--- config.mk ---
export PLATFORM = sky130hd
export DESIGN_NAME = tga_rle_pixel_decoder_core
export DESIGN_NICKNAME = d
export VERILOG_FILES = /design/src/sv/tgarle_pkg.sv /design/src/sv/tga_rle_pixel_decoder_core.sv /design/src/sv/tgarle_front.sv /design/src/sv/tgarle_back.sv
export SDC_FILE = /design/constraint.sdc
export NUM_CORES = 1
export LEC_CHECK = 0
export ABC_CLOCK_PERIOD_IN_PS = 8850
export BUFFER_PORTS_ARGS = -buffer_cell sky130_fd_sc_hd__buf_2
export CORE_MARGIN = 2
export CORE_UTILIZATION = 50
export DETAILED_ROUTE_END_ITERATION = 10
export PLACE_DENSITY_LB_ADDON = 0.05
export RECOVER_POWER = 100
export SLEW_MARGIN = 20
export SYNTH_ARGS = -nofsm -noshare
export SYNTH_HDL_FRONTEND = slang
export SYNTH_SLANG_ARGS = --single-unit
--- constraint.sdc ---
create_clock -name clk -period 8.85 [get_ports clk]
set_clock_uncertainty 0.2 [all_clocks]
set_input_delay 1.77 -clock clk [delete_from_list [all_inputs] [get_ports clk]]
set_output_delay 1.77 -clock clk [all_outputs]
set_load 0.01 [all_outputs]
--- src/sv/tgarle_pkg.sv ---
// tgarle_pkg: shared types and constants of the tga run-length pixel decoder
// used by tgarle_front, tgarle_back and tga_rle_pixel_decoder_core; no dependencies
`default_nettype none

package tgarle_pkg;

	localparam int PIXEL_COUNT_BITS = 24;
	localparam int QUEUE_DEPTH      = 2;
	localparam int QUEUE_PTR_BITS   = $clog2(QUEUE_DEPTH);
	localparam int QUEUE_CNT_BITS   = $clog2(QUEUE_DEPTH + 1);

	localparam int PKT_RUN_BIT      = 7;

	localparam logic [1:0] REG_BYTES_PER_PIXEL  = 2'd0;
	localparam logic [1:0] REG_RUN_LENGTH_CODED = 2'd1;
	localparam logic [1:0] REG_TOTAL_PIXELS     = 2'd2;

	localparam logic [2:0] BPP_RESET            = 3'd4;
	localparam logic [2:0] BPP_RGB              = 3'd3;

	typedef logic [PIXEL_COUNT_BITS-1:0] pix_count_t;

	typedef struct packed {
		logic       first_byte;
		logic [7:0] data_byte;
	} byte_item_t;

	typedef struct packed {
		logic [2:0] bytes_per_pixel;
		logic       run_length_coded;
		pix_count_t total_pixels;
	} cfg_t;

	typedef struct packed {
		logic [31:0] pixel_value;
		logic [7:0]  repeat_count;
		logic        image_done;
		logic        overrun;
	} result_t;

endpackage

`default_nettype wire

--- src/sv/tga_rle_pixel_decoder_core.sv ---
// tga_rle_pixel_decoder_core: top level of the tga run-length pixel decoder
// holds the configuration registers; depends on tgarle_pkg, tgarle_front, tgarle_back
//
// channel  direction  signals                         item
// s_*      in         tvalid tready tdata[7:0] tuser  one image data byte
// m_*      out        tvalid tready tdata[39:0] tlast tuser  one pixel result
// cfg_*    in         valid ready index[1:0] data[23:0]     one register write
//
// a new byte is taken every cycle while the result register drains or is empty,
// so the rate is one byte per cycle
// a stalled result holds the back end; the two-entry byte queue takes two more items,
// then s_tready drops until the result leaves
// reset clears the decoder state and loads 4 bytes per pixel, run-length mode, total 1
// cfg_ready is always high; a write to index 3 is taken and ignored
`default_nettype none

module tga_rle_pixel_decoder_core
	import tgarle_pkg::*;
(
	input  wire logic        clk,
	input  wire logic        arst_n,
	input  wire logic        s_tvalid,
	output logic             s_tready,
	input  wire logic [7:0]  s_tdata,   // data_byte
	input  wire logic        s_tuser,   // first_byte
	output logic             m_tvalid,
	input  wire logic        m_tready,
	output logic [39:0]      m_tdata,   // pixel_value[31:0], repeat_count[39:32]
	output logic             m_tlast,   // image_done
	output logic             m_tuser,   // overrun
	input  wire logic        cfg_valid,
	output logic             cfg_ready,
	input  wire logic [1:0]  cfg_index,
	input  wire logic [23:0] cfg_data
);

	cfg_t       cfg_q;
	byte_item_t in_item;
	byte_item_t q_item;
	logic       q_valid;
	logic       q_pop;
	result_t    result;

	assign cfg_ready          = 1'b1;
	assign in_item.data_byte  = s_tdata;
	assign in_item.first_byte = s_tuser;
	assign m_tdata            = {result.repeat_count, result.pixel_value};
	assign m_tlast            = result.image_done;
	assign m_tuser            = result.overrun;

	always_ff @(posedge clk or negedge arst_n) begin
		if (!arst_n) begin
			cfg_q.bytes_per_pixel  <= BPP_RESET;
			cfg_q.run_length_coded <= 1'b1;
			cfg_q.total_pixels     <= pix_count_t'(1);
		end else if (cfg_valid && cfg_ready) begin
			case (cfg_index)
				REG_BYTES_PER_PIXEL:  cfg_q.bytes_per_pixel  <= cfg_data[2:0];
				REG_RUN_LENGTH_CODED: cfg_q.run_length_coded <= cfg_data[0];
				REG_TOTAL_PIXELS:     cfg_q.total_pixels     <= pix_count_t'(cfg_data);
				default: ;
			endcase
		end
	end

	tgarle_front u_front (
		.clk      (clk),
		.arst_n   (arst_n),
		.in_valid (s_tvalid),
		.in_ready (s_tready),
		.in_item  (in_item),
		.q_valid  (q_valid),
		.q_pop    (q_pop),
		.q_item   (q_item)
	);

	tgarle_back u_back (
		.clk        (clk),
		.arst_n     (arst_n),
		.cfg        (cfg_q),
		.q_valid    (q_valid),
		.q_pop      (q_pop),
		.q_item     (q_item),
		.out_valid  (m_tvalid),
		.out_ready  (m_tready),
		.out_result (result)
	);

endmodule

`default_nettype wire

--- src/sv/tgarle_front.sv ---
// tgarle_front: input side of the decoder, a small byte queue in front of the back end
// depends on tgarle_pkg
`default_nettype none

module tgarle_front
	import tgarle_pkg::*;
(
	input  wire logic       clk,
	input  wire logic       arst_n,
	input  wire logic       in_valid,
	output logic            in_ready,
	input  wire byte_item_t in_item,
	output logic            q_valid,
	input  wire logic       q_pop,
	output byte_item_t      q_item
);

	byte_item_t                mem_q [QUEUE_DEPTH];
	logic [QUEUE_PTR_BITS-1:0] wr_ptr_q;
	logic [QUEUE_PTR_BITS-1:0] rd_ptr_q;
	logic [QUEUE_CNT_BITS-1:0] cnt_q;
	logic                      push;
	logic                      pop;

	assign in_ready = (cnt_q != QUEUE_CNT_BITS'(QUEUE_DEPTH));
	assign q_valid  = (cnt_q != '0);
	assign q_item   = mem_q[rd_ptr_q];
	assign push     = in_valid && in_ready;
	assign pop      = q_pop && q_valid;

	always_ff @(posedge clk) begin
		if (push) begin
			mem_q[wr_ptr_q] <= in_item;
		end
	end

	always_ff @(posedge clk or negedge arst_n) begin
		if (!arst_n) begin
			wr_ptr_q <= '0;
			rd_ptr_q <= '0;
			cnt_q    <= '0;
		end else begin
			if (push) begin
				wr_ptr_q <= (wr_ptr_q == QUEUE_PTR_BITS'(QUEUE_DEPTH - 1)) ? '0 : wr_ptr_q + 1'b1;
			end
			if (pop) begin
				rd_ptr_q <= (rd_ptr_q == QUEUE_PTR_BITS'(QUEUE_DEPTH - 1)) ? '0 : rd_ptr_q + 1'b1;
			end
			if (push && !pop) begin
				cnt_q <= cnt_q + 1'b1;
			end else if (pop && !push) begin
				cnt_q <= cnt_q - 1'b1;
			end
		end
	end

endmodule

`default_nettype wire

--- src/sv/tgarle_back.sv ---
// tgarle_back: packet decode, pixel assembly, pixel counting and the result register
// depends on tgarle_pkg
`default_nettype none

module tgarle_back
	import tgarle_pkg::*;
(
	input  wire logic       clk,
	input  wire logic       arst_n,
	input  wire cfg_t       cfg,
	input  wire logic       q_valid,
	output logic            q_pop,
	input  wire byte_item_t q_item,
	output logic            out_valid,
	input  wire logic       out_ready,
	output result_t         out_result
);

	logic        awaiting_q;
	logic        is_run_q;
	logic [7:0]  pkt_left_q;
	logic [1:0]  bip_q;
	logic [31:0] acc_q;
	pix_count_t  emitted_q;
	logic        finished_q;
	logic        out_valid_q;
	result_t     result_q;

	logic        advance;
	logic        clr;
	logic        aw, is_run, fin;
	logic [7:0]  pkt_left;
	logic [1:0]  bip;
	logic [31:0] acc;
	pix_count_t  emitted;

	logic        aw_d, is_run_d, fin_d;
	logic [7:0]  pkt_left_d;
	logic [1:0]  bip_d;
	logic [31:0] acc_d;
	pix_count_t  emitted_d;
	logic        emit;
	result_t     result_d;

	logic        size4, rle, image_idle, complete, run_over, reach_total;
	logic [2:0]  bip_inc;
	logic [31:0] acc_new;
	pix_count_t  remaining;
	pix_count_t  count_wide;
	logic [7:0]  count_raw;
	logic [7:0]  count_final;
	logic [7:0]  pkt_dec;

	assign advance   = q_valid && (!out_valid_q || out_ready);
	assign q_pop     = advance;
	assign out_valid = out_valid_q;
	assign out_result = result_q;

	always_comb begin
		clr      = q_item.first_byte;
		aw       = clr ? 1'b1 : awaiting_q;
		is_run   = clr ? 1'b0 : is_run_q;
		pkt_left = clr ? 8'd0 : pkt_left_q;
		bip      = clr ? 2'd0 : bip_q;
		acc      = clr ? 32'd0 : acc_q;
		emitted  = clr ? '0 : emitted_q;
		fin      = clr ? 1'b0 : finished_q;

		size4       = (cfg.bytes_per_pixel != BPP_RGB);
		rle         = cfg.run_length_coded;
		image_idle  = fin || (emitted >= cfg.total_pixels);
		remaining   = cfg.total_pixels - emitted;
		acc_new     = acc | (32'(q_item.data_byte) << {bip, 3'b000});
		bip_inc     = {1'b0, bip} + 3'd1;
		complete    = bip_inc >= (size4 ? 3'd4 : 3'd3);
		pkt_dec     = (pkt_left == 8'd0) ? 8'd0 : pkt_left - 8'd1;
		count_raw   = (rle && is_run && (pkt_left != 8'd0)) ? pkt_left : 8'd1;
		count_wide  = pix_count_t'(count_raw);
		run_over    = count_wide > remaining;
		reach_total = count_wide >= remaining;
		count_final = (rle && is_run && run_over) ? remaining[7:0] : count_raw;

		aw_d       = aw;
		is_run_d   = is_run;
		pkt_left_d = pkt_left;
		bip_d      = bip;
		acc_d      = acc;
		emitted_d  = emitted;
		fin_d      = fin;
		emit       = 1'b0;
		result_d.pixel_value  = acc_new;
		result_d.repeat_count = count_final;
		result_d.image_done   = reach_total;
		result_d.overrun      = 1'b0;

		if (image_idle) begin
			// byte ignored
		end else if (rle && aw) begin
			is_run_d   = q_item.data_byte[PKT_RUN_BIT];
			pkt_left_d = {1'b0, q_item.data_byte[6:0]} + 8'd1;
			aw_d       = 1'b0;
			bip_d      = 2'd0;
			acc_d      = 32'd0;
		end else if (!complete) begin
			acc_d = acc_new;
			bip_d = bip_inc[1:0];
		end else begin
			acc_d     = 32'd0;
			bip_d     = 2'd0;
			emit      = 1'b1;
			emitted_d = emitted + pix_count_t'(count_final);
			fin_d     = reach_total;
			if (rle && is_run) begin
				pkt_left_d       = 8'd0;
				aw_d             = 1'b1;
				result_d.overrun = run_over;
			end else if (rle) begin
				pkt_left_d       = pkt_dec;
				aw_d             = (pkt_dec == 8'd0);
				result_d.overrun = (remaining == pix_count_t'(1)) && (pkt_dec != 8'd0);
			end
		end
	end

	always_ff @(posedge clk or negedge arst_n) begin
		if (!arst_n) begin
			awaiting_q  <= 1'b1;
			is_run_q    <= 1'b0;
			pkt_left_q  <= 8'd0;
			bip_q       <= 2'd0;
			acc_q       <= 32'd0;
			emitted_q   <= '0;
			finished_q  <= 1'b0;
			out_valid_q <= 1'b0;
		end else begin
			if (advance) begin
				awaiting_q <= aw_d;
				is_run_q   <= is_run_d;
				pkt_left_q <= pkt_left_d;
				bip_q      <= bip_d;
				acc_q      <= acc_d;
				emitted_q  <= emitted_d;
				finished_q <= fin_d;
			end
			if (advance && emit) begin
				out_valid_q <= 1'b1;
			end else if (out_ready) begin
				out_valid_q <= 1'b0;
			end
		end
	end

	always_ff @(posedge clk) begin
		if (advance && emit) begin
			result_q <= result_d;
		end
	end

endmodule

`default_nettype wire
==> qor.csv, run 1 <==
stage;metric;value;unit
outcome;failed_checks;max-capacitance violations, max-slew violations;
worst_setup_path;required;8.96;ns
logic_synthesis;syn-cell-area;9061;um2
logic_synthesis;syn-mean-instance-area;10.16;um2
clock_tree;path_clk_slew;0.07;ns
drt;drt-total-wl;22.84;mm
floorplan;dieArea;19220;um2
drt;post_drt_via_cell_ratio;5.920;
timing;rsz0062_at_grt;false;
drt;drc_errors;0;
placed_design;hpwl;16.28;mm
timing;fin_crit;7.847;ns
worst_setup_path;cp-start-kind;flip-flop;
layout;area_growth;12.35;%
global_routing;grt_max_degree;76;
min_path;hold_start;u_back.emitted_q[2]$_DFFE_PN0P_;
drt;met2WireLength;10.62;mm
logic_synthesis;ys_ff_latch;162;
timing;drv_slew;147;
placed_design;port_buffers;83;
floorplan;die_h;138.6;um
worst_setup_path;crit_path_end_kind;flip-flop;
global_routing;grtUsageTotal;24.21;%
clock_tree;cts_htree_levels;4;
floorplan;row_count;49;
clock_tree;clk_path_buf_depth;2;
floorplan;core-area;17900;um2
pwr;irDropWorstVdd;149.5;uV
min_path;hp-class;reg -> reg;
timing;setup_tns;0;ns
drt;vias;7169;
drt;wl_per_cell;18.86;um
logic_synthesis;synthCells;892;
logic_synthesis;syn_nets;983;
layout;finalNonFillerCells;1211;
clock_tree;cts_made_buffers;17;
logic_synthesis;synth-edff-count;60;
logic_synthesis;yosysWarnings;0;
logic_synthesis;synth-seq-area-share;48.11;%
drt;highest_layer;met4;
drt;wl_met1;10.79;mm
worst_setup_path;crit_type;reg -> reg;
drt;ant_nets;0;
worst_setup_path;cp_data_arrival_time;7.96;ns
timing;period_share;88.67;%
logic_synthesis;synth_cell_types;70;
global_routing;grt_pass1_vias;7096;
global_routing;grt_overflow;0;
worst_setup_path;crit_start;u_front.rd_ptr_q$_DFFE_PN0P_;
drt;drt_iter0_markers;564;
clock_tree;cts_tree;done;
drt;drt_pre_antenna_iters;5;
layout;nFillCells;1600;
timing;max_slew_margin;-64.98;%
outcome;status;finished, violations left;
clock_tree;clock_latency;0.44;ns
floorplan;ios;85;
placed_design;gp_congestion;0.8931;
timing;worst_pin_slew;2.475;ns
clock_tree;cts.sinks;162;
clock_tree;cts_root_buf;clkbuf_16;
logic_synthesis;synth_top_flop_cell;dfrtp_1;
pwr;power.density;270.1;nW/um2
global_routing;grt_first_pass_wirelength;37.38;mm
clock_tree;cts_setup_buffers;0;
layout;final_nets;1060;
placed_design;dp_cells;1178;
pwr;p_leak;4.277;nW
timing;finalHoldViolCount;0;
logic_synthesis;async_flop_share;62.96;%
layout;antenna_cells;0;
global_routing;antenna_found_initial;0;
clock_tree;postCtsHoldBufs;0;
drt;met3_length;1.206;mm
timing;fmax;127.4;MHz
timing;finalSetupViolCount;0;
worst_setup_path;rr_startpoint;u_front.rd_ptr_q$_DFFE_PN0P_;
floorplan;initial_core_util;50.62;%
floorplan;die_x;138.6;um
layout;drive_gt1_share;11.51;%
job;cap_violations;4;
worst_setup_path;critPathMaxFanout;34;
clock_tree;post_cts_resized;0;
[flip-flops by register name, indices dropped and copies added (netlist names)]
signal,flops
cfg_q,28
u_back.acc_q,32
u_back.awaiting_q,1
u_back.bip_q,2
u_back.emitted_q,24
u_back.finished_q,1
u_back.is_run_q,1
u_back.out_result,42
u_back.out_valid,1
u_back.pkt_left_q,8
u_front.cnt_q,2
u_front.mem_q,18
u_front.rd_ptr_q,1
u_front.wr_ptr_q,1
[Yosys cell counts (3+ instances only)]
| cell | instances | share of area [%] |
|---|---|---|
| nand2_1 | 135 | 5.6 |
| dfrtp_1 | 98 | 27 |
| o21ai_0 | 86 | 4.8 |
| edfxtp_1 | 60 | 20 |
| a21oi_1 | 50 | 2.8 |
| ha_1 | 49 | 6.8 |
| a22o_1 | 36 | 3.5 |
| nor2_1 | 35 | 1.4 |
| inv_1 | 30 | 1.2 |
| mux2_2 | 30 | 3.7 |
| clkbuf_1 | 24 | 0.99 |
| xnor2_1 | 23 | 2.2 |
| xor2_1 | 23 | 2.2 |
| nand3_1 | 20 | 1.1 |
| mux2i_1 | 17 | 1.9 |
| nand4_1 | 15 | 1.0 |
| nor3_1 | 15 | 0.83 |
| o21a_1 | 11 | 0.91 |
| a21o_1 | 9 | 0.75 |
| buf_2 | 9 | 0.50 |
| and2_1 | 8 | 0.55 |
| nand2b_1 | 8 | 0.55 |
| nor4_1 | 8 | 0.55 |
| and3_1 | 7 | 0.48 |
| a31oi_1 | 5 | 0.35 |
| or3_1 | 5 | 0.35 |
| a211oi_1 | 4 | 0.33 |
| dfstp_2 | 4 | 1.2 |
| nor3b_1 | 4 | 0.33 |
| o211ai_1 | 4 | 0.33 |
| or2_2 | 4 | 0.28 |
| a22oi_1 | 3 | 0.25 |
| a32oi_1 | 3 | 0.29 |
| nor2b_1 | 3 | 0.21 |
| o21bai_1 | 3 | 0.25 |
| o22ai_1 | 3 | 0.21 |
[cells by family (layout without fill, tap and decap cells)]
family	count (synthesis)	after routing	share of synthesized area (%)
buf+inv	67	157	3.065
mux	48	48	5.772
flops	162	162	48.11
simple gates	277	277	14.37
xor+xnor	46	46	4.446
other cells	1	1	0.04139
compound gates	240	240	16.98
fa+ha+maj	51	51	7.208
[worst max-delay path: stages (launching register included)]
cell      delay [ns]
dfrtp_1         0.73
mux2i_4         0.95
nand2_1         0.26
ha_1            0.48
o211ai_1        0.12
a21oi_1         0.32
nor2_1          0.16
o21ai_0         0.23
xnor2_1         0.16
ha_1            0.33
nand4_1         0.11
o21ai_0         0.24
nor3b_1         0.62
nand4_4         0.32
mux2_1          0.46
fa_1            0.44
a21o_1          0.17
a21oi_1         0.23
o21bai_1        0.10
a21oi_1         0.22
nor2b_1         0.08
o21a_1          0.17
o21ai_2         0.34
nor3_1          0.12
xnor2_1         0.15
[routing by layer]
| layer | track usage, % | vias to the layer above |
|---|---|---|
| li1 | - | 3420 |
| met1 | 35.09 | 3498 |
| met2 | 37.96 | 236 |
| met3 | 4.903 | 15 |
| met4 | 5.582 | 0 |
| met5 | 0 | - |
[per-stage QoR]
step	instance area [um2]	hold slack, ns	power, mW	worst slack [ns]	utilization (%)
2_1_floorplan	9061	0.2497	1.736	1.703	-
4_1_cts	10280	0.2902	2.768	1.162	57.43
3_5_place_dp	9703	0.2743	2.036	1.200	54.20
6_report	10180	0.2879	2.750	1.003	56.86
3_3_place_gp	9703	0.2654	2.007	1.315	54.20
5_1_grt	10180	0.3135	2.928	0.4488	56.86
[cells in the final DEF, fill, tap and decap left out, types with 20 or more instances in the layout]
cell / n
buf_2: 30
xnor2_1: 23
edfxtp_1: 60
inv_1: 30
a22o_1: 36
ha_1: 49
nand3_1: 20
a21oi_1: 50
xor2_1: 23
nand2_1: 136
dfrtp_1: 98
nor2_1: 34
mux2_2: 30
o21ai_0: 87
clkbuf_1: 58
[cell type report]
class	count	area (um2)	share of cell area [%]
clock buffers	17	425.4	4.179
multi-input cells	663	4423	43.45
well taps	229	286.5	2.815
repair buffers	95	420.4	4.130
clock inverters	15	152.6	1.499
flip-flops and latches	162	4359	42.82
inverters	30	112.6	1.106
[report_power, final]
part / leakage (nW) / total [mW] / internal (mW) / switching [mW]
combinational: 2.13 / 0.997 / 0.342 / 0.654
clock: 0.275 / 0.726 / 0.376 / 0.350
sequential: 1.87 / 1.03 / 0.925 / 0.102
total: 4.28 / 2.75 / 1.64 / 1.11
[final timing paths]
kind	endpoint	slack (ns)	cells past startpoint
worst max-delay path	u_back.emitted_q[14]$_DFFE_PN0P_	1.00	24
max in group asynchronous	u_back.acc_q[10]$_DFFE_PN0P_	2.57	3
min in group asynchronous	cfg_q[3]$_DFFE_PN0P_	1.54	1
worst max register to register	u_back.emitted_q[14]$_DFFE_PN0P_	1.00	24
worst min-delay path	u_back.emitted_q[2]$_DFFE_PN0P_	0.29	2
worst min register to register	u_back.emitted_q[2]$_DFFE_PN0P_	0.29	2
No activity file was read; power rests on OpenSTA's default activity.
==> run 2: changes to the inputs <==
--- a/config.mk
+++ b/config.mk
@@ -9,10 +9,12 @@
 export BUFFER_PORTS_ARGS = -buffer_cell sky130_fd_sc_hd__buf_2
 export CORE_MARGIN = 2
 export CORE_UTILIZATION = 50
+export CTS_CLUSTER_DIAMETER = 60
 export DETAILED_ROUTE_END_ITERATION = 10
 export PLACE_DENSITY_LB_ADDON = 0.05
 export RECOVER_POWER = 100
 export SLEW_MARGIN = 20
 export SYNTH_ARGS = -nofsm -noshare
 export SYNTH_HDL_FRONTEND = slang
+export SYNTH_HIERARCHICAL = 1
 export SYNTH_SLANG_ARGS = --single-unit
==> run 2 against run 1 <==
  * The run still ends with max-capacitance violations, max-slew violations left
  * Final cell count down 0.74%
  * Final area up 2.7%
  * Via count up 2.7%
  * Worst setup slack worse by 0.16 ns
  * Core utilization down 0.81 points
  * Critical path depth up 6
  * Non-clock buffer count down 7
  * Wire length up 2.1%
  * Register-to-register slack worse by 0.16 ns
  * Global-route usage down 0.16 points
  * Critical path type unchanged
  * Largest cell class unchanged
==> qor.csv, run 2 <==
stage;metric;value;unit;change
floorplan;row_count;50;;was 49
logic_synthesis;synth_fa_ha_area_share;6.880;%;was 7.208%
timing;period_share;90.42;%;was 88.67%
layout;register_area;4359;um2;unchanged
timing;max_slew_margin;-196.0;%;was -64.98%
logic_synthesis;synth_compound_area_share;18.24;%;was 16.98%
logic_synthesis;syn-mean-instance-area;10.62;um2;was 10.16 um2
layout;antenna_cells;0;;unchanged
timing;finalHoldViolCount;0;;unchanged
pwr;clkPwrFrac;26.8;%;was 26.4%
clock_tree;path_clk_slew;0.07;ns;about the same
logic_synthesis;synth_top_family_by_area;compound AO/OA/AOI/OAI gates;;unchanged
logic_synthesis;synth_top_area_share;25.83;%;was 27.06%
worst_setup_path;rrSetupSlack;0.85;ns;was 1.00 ns
timing;worst_pin_slew;4.441;ns;was 2.475 ns
worst_setup_path;crit_path_end_kind;flip-flop;;unchanged
min_path;hold_start;u_front/cnt_q[1]$_DFFE_PN0P_;;was u_back.emitted_q[2]$_DFFE_PN0P_
drt;vias;7360;;was 7169
job;cap_violations;3;;was 4
placed_design;gp_congestion;0.9422;;was 0.8931
timing;finalSetupViolCount;0;;unchanged
logic_synthesis;synth_top_flop_cell;dfrtp_1;;unchanged
logic_synthesis;syn_nets;985;;was 983
pwr;comb_power_share;38.0;%;was 36.2%
pwr;irDropWorstVdd;186.5;uV;was 149.5 uV
logic_synthesis;ys_ff_latch;162;;unchanged
logic_synthesis;synth-simple-area-share;14.43;%;was 14.37%
pwr;p_leak;4.354;nW;was 4.277 nW
layout;finalNonFillerCells;1202;;was 1211
min_path;hold-path-endpoint;u_front/cnt_q[1]$_DFFE_PN0P_;;was u_back.emitted_q[2]$_DFFE_PN0P_
logic_synthesis;synthCells;894;;was 892
pwr;switching_share;39.69;%;was 40.22%
global_routing;grt_overflow;0;;unchanged
worst_setup_path;required;8.99;ns;was 8.96 ns
floorplan;ios;85;;unchanged
clock_tree;clock_latency;0.43;ns;was 0.44 ns
logic_synthesis;syn-cell-area;9493;um2;was 9061 um2
logic_synthesis;yosysWarnings;6;;was 0
logic_synthesis;synth_mux_area_share;6.419;%;was 5.772%
clock_tree;clk_path_buf_depth;2;;unchanged
worst_setup_path;r2r_end;u_back/emitted_q[17]$_DFFE_PN0P_;;was u_back.emitted_q[14]$_DFFE_PN0P_
layout;final_cell_mix;nand2_1, dfrtp_1, a22o_1;;was nand2_1, dfrtp_1, o21ai_0
worst_setup_path;crit_type;reg -> reg;;unchanged
global_routing;grt_max_degree;82;;was 76
drt;ant_nets;0;;unchanged
timing;fmax;125.0;MHz;was 127.4 MHz
floorplan;dieArea;20100;um2;was 19220 um2
drt;drt_iter0_markers;579;;was 564
worst_setup_path;worst_path_largest_cell_delay;0.60;ns;was 0.95 ns
logic_synthesis;async_flop_share;62.96;%;unchanged
layout;final_common_cell;nand2_1;;unchanged
logic_synthesis;synth.most_common_cell;nand2_1;;unchanged
global_routing;grt_first_pass_wirelength;38.38;mm;was 37.38 mm
worst_setup_path;crit_slowest_cell;nor4_4;;was mux2i_4
worst_setup_path;critPathMaxFanout;58;;was 34
layout;multi_input_area;4672;um2;was 4423 um2
placed_design;port_buffers;83;;unchanged
clock_tree;cts_htree_levels;4;;unchanged
global_routing;antenna_found_initial;0;;unchanged
timing;drv_slew;154;;was 147
logic_synthesis;synth_cell_types;89;;was 70
floorplan;die_x;141.8;um;was 138.6 um
clock_tree;cts_tree;done;;unchanged
logic_synthesis;synthTopCellsByArea;dfrtp_1, edfxtp_1, a22o_1;;was dfrtp_1, edfxtp_1, ha_1
global_routing;grt_pass1_vias;7393;;was 7096
layout;final_nets;1046;;was 1060
floorplan;die_h;141.8;um;was 138.6 um
layout;drive_gt1_share;10.74;%;was 11.51%
worst_setup_path;cp-start-kind;flip-flop;;unchanged
outcome;failed_checks;max-capacitance violations, max-slew violations;;unchanged
floorplan;initial_core_util;50.92;%;was 50.62%
clock_tree;cts_setup_buffers;0;;unchanged
logic_synthesis;synth_xor_area_share;4.244;%;was 4.446%
pwr;intPower;1.753;mW;was 1.644 mW
logic_synthesis;synth-edff-count;60;;unchanged
worst_setup_path;rr_worst_depth;30;;was 24
timing;fin_crit;8.002;ns;was 7.847 ns
layout;nFillCells;1687;;was 1600
logic_synthesis;ys_top_cells_by_count;nand2_1, dfrtp_1, a22o_1;;was nand2_1, dfrtp_1, o21ai_0
drt;post_drt_via_cell_ratio;6.123;;was 5.920
drt;drt_pre_antenna_iters;5;;unchanged
logic_synthesis;synth_top_area_cell;dfrtp_1;;unchanged
clock_tree;cts.sinks;162;;unchanged
clock_tree;cts_made_buffers;17;;unchanged
layout;largest_register_ffs;42;;unchanged
placed_design;dp_cells;1170;;was 1178
floorplan;core-area;18640;um2;was 17900 um2
worst_setup_path;crit_path_frequent_cell;o21ai_0;;was a21oi_1
drt;drc_errors;0;;unchanged
timing;fin_hold_ws;0.2987;ns;was 0.2879 ns
drt;wl_per_cell;19.40;um;was 18.86 um
placed_design;hpwl;16.60;mm;was 16.28 mm
clock_tree;cts_root_buf;clkbuf_16;;unchanged
logic_synthesis;synth-seq-area-share;45.92;%;was 48.11%
min_path;hp-class;reg -> reg;;unchanged
timing;setup_tns;0;ns;unchanged
pwr;power.density;278.1;nW/um2;was 270.1 nW/um2
worst_setup_path;cp_data_arrival_time;8.15;ns;was 7.96 ns
global_routing;grtUsageTotal;24.05;%;was 24.21%
layout;area_growth;10.08;%;was 12.35%
min_path;hold_path_depth;1;;was 2
pwr;switchingPower;1.154;mW;was 1.106 mW
worst_setup_path;rr_startpoint;u_front/rd_ptr_q$_DFFE_PN0P_;;was u_front.rd_ptr_q$_DFFE_PN0P_
timing;rsz0062_at_grt;false;;unchanged
pwr;power_frac_seq;35.3;%;was 37.3%
drt;drt-total-wl;23.31;mm;was 22.84 mm
outcome;status;finished, violations left;;unchanged
run 2: power by group through the flow:
stage               Clock, mW  Combinational, mW  Sequential (mW)
CTS                     0.790               1.13             1.02
global placement            0               1.10             1.03
detailed placement          0               1.12             1.04
floorplan                   0              0.854             1.01
finish                  0.778               1.10             1.02
global route            0.823               1.22             1.04
run 2: final cells by class:
type                            count  share of cell area [%]
Multi-Input combinational cell    652                   44.71
Tap cell                          234                   2.802
Clock buffer                       17                   4.071
Timing Repair Buffer               88                   3.652
Clock inverter                     15                   1.832
Inverter                           34                   1.221
Sequential cell                   162                   41.71
run 2: worst max path at each step:
stage	start	cells past startpoint	end
global route	u_front/rd_ptr_q$_DFFE_PN0P_	30	u_back/emitted_q[17]$_DFFE_PN0P_
global placement	u_front/rd_ptr_q$_DFFE_PN0P_	31	u_back/emitted_q[16]$_DFFE_PN0P_
finish	u_front/rd_ptr_q$_DFFE_PN0P_	30	u_back/emitted_q[17]$_DFFE_PN0P_
CTS	u_front/rd_ptr_q$_DFFE_PN0P_	31	u_back/emitted_q[16]$_DFFE_PN0P_
detailed placement	u_front/rd_ptr_q$_DFFE_PN0P_	31	u_back/emitted_q[16]$_DFFE_PN0P_
floorplan	u_front/rd_ptr_q$_DFFE_PN0P_	31	u_back/emitted_q[16]$_DFFE_PN0P_
run 2: timing repair:
| item | in CTS | in global routing |
|---|---|---|
| setup endpoints to repair | 0 | 2 |
| hold buffers | 0 | 0 |
| hold endpoints to repair | 0 | 0 |
| resized for setup | 0 | 1 |
run 2: cells by family after synthesis:
logic type      count (synthesis)
compound gates                245
xor+xnor                       46
fa+ha+maj                      51
buf+inv                        80
flops                         162
mux                            48
other cells                     1
simple gates                  261
run 2: critical path, delay by kind of cell, from the launching register on:
| family | cells | cell delay [ns] |
|---|---|---|
| AO/OA/AOI/OAI | 11 | 1.73 |
| XOR/XNOR | 1 | 0.18 |
| adder cells (fa/ha/maj) | 3 | 0.75 |
| buffers and inverters | 4 | 1.05 |
| flip-flops | 1 | 0.59 |
| multiplexers | 2 | 0.93 |
| AND/OR/NAND/NOR | 9 | 2.44 |
run 2: through the flow:
stage               power, mW  worst slack, ns  utilization (%)  area [um2]
floorplan               1.861            1.881                -        9493
global placement        2.130            1.217            53.76       10020
detailed placement      2.157           0.8237            53.76       10020
CTS                     2.942           0.7409            57.07       10640
global route            3.081          0.07455            56.05       10450
finish                  2.906           0.8476            56.05       10450
run 2: routing by layer:
layer	vias to the layer above	GRT usage, %	part of all wire, %
met5	-	0	0
met2	236	38.15	48
met1	3653	33.81	46
li1	3437	-	-
met4	0	8.368	1.9
met3	34	3.746	4.4
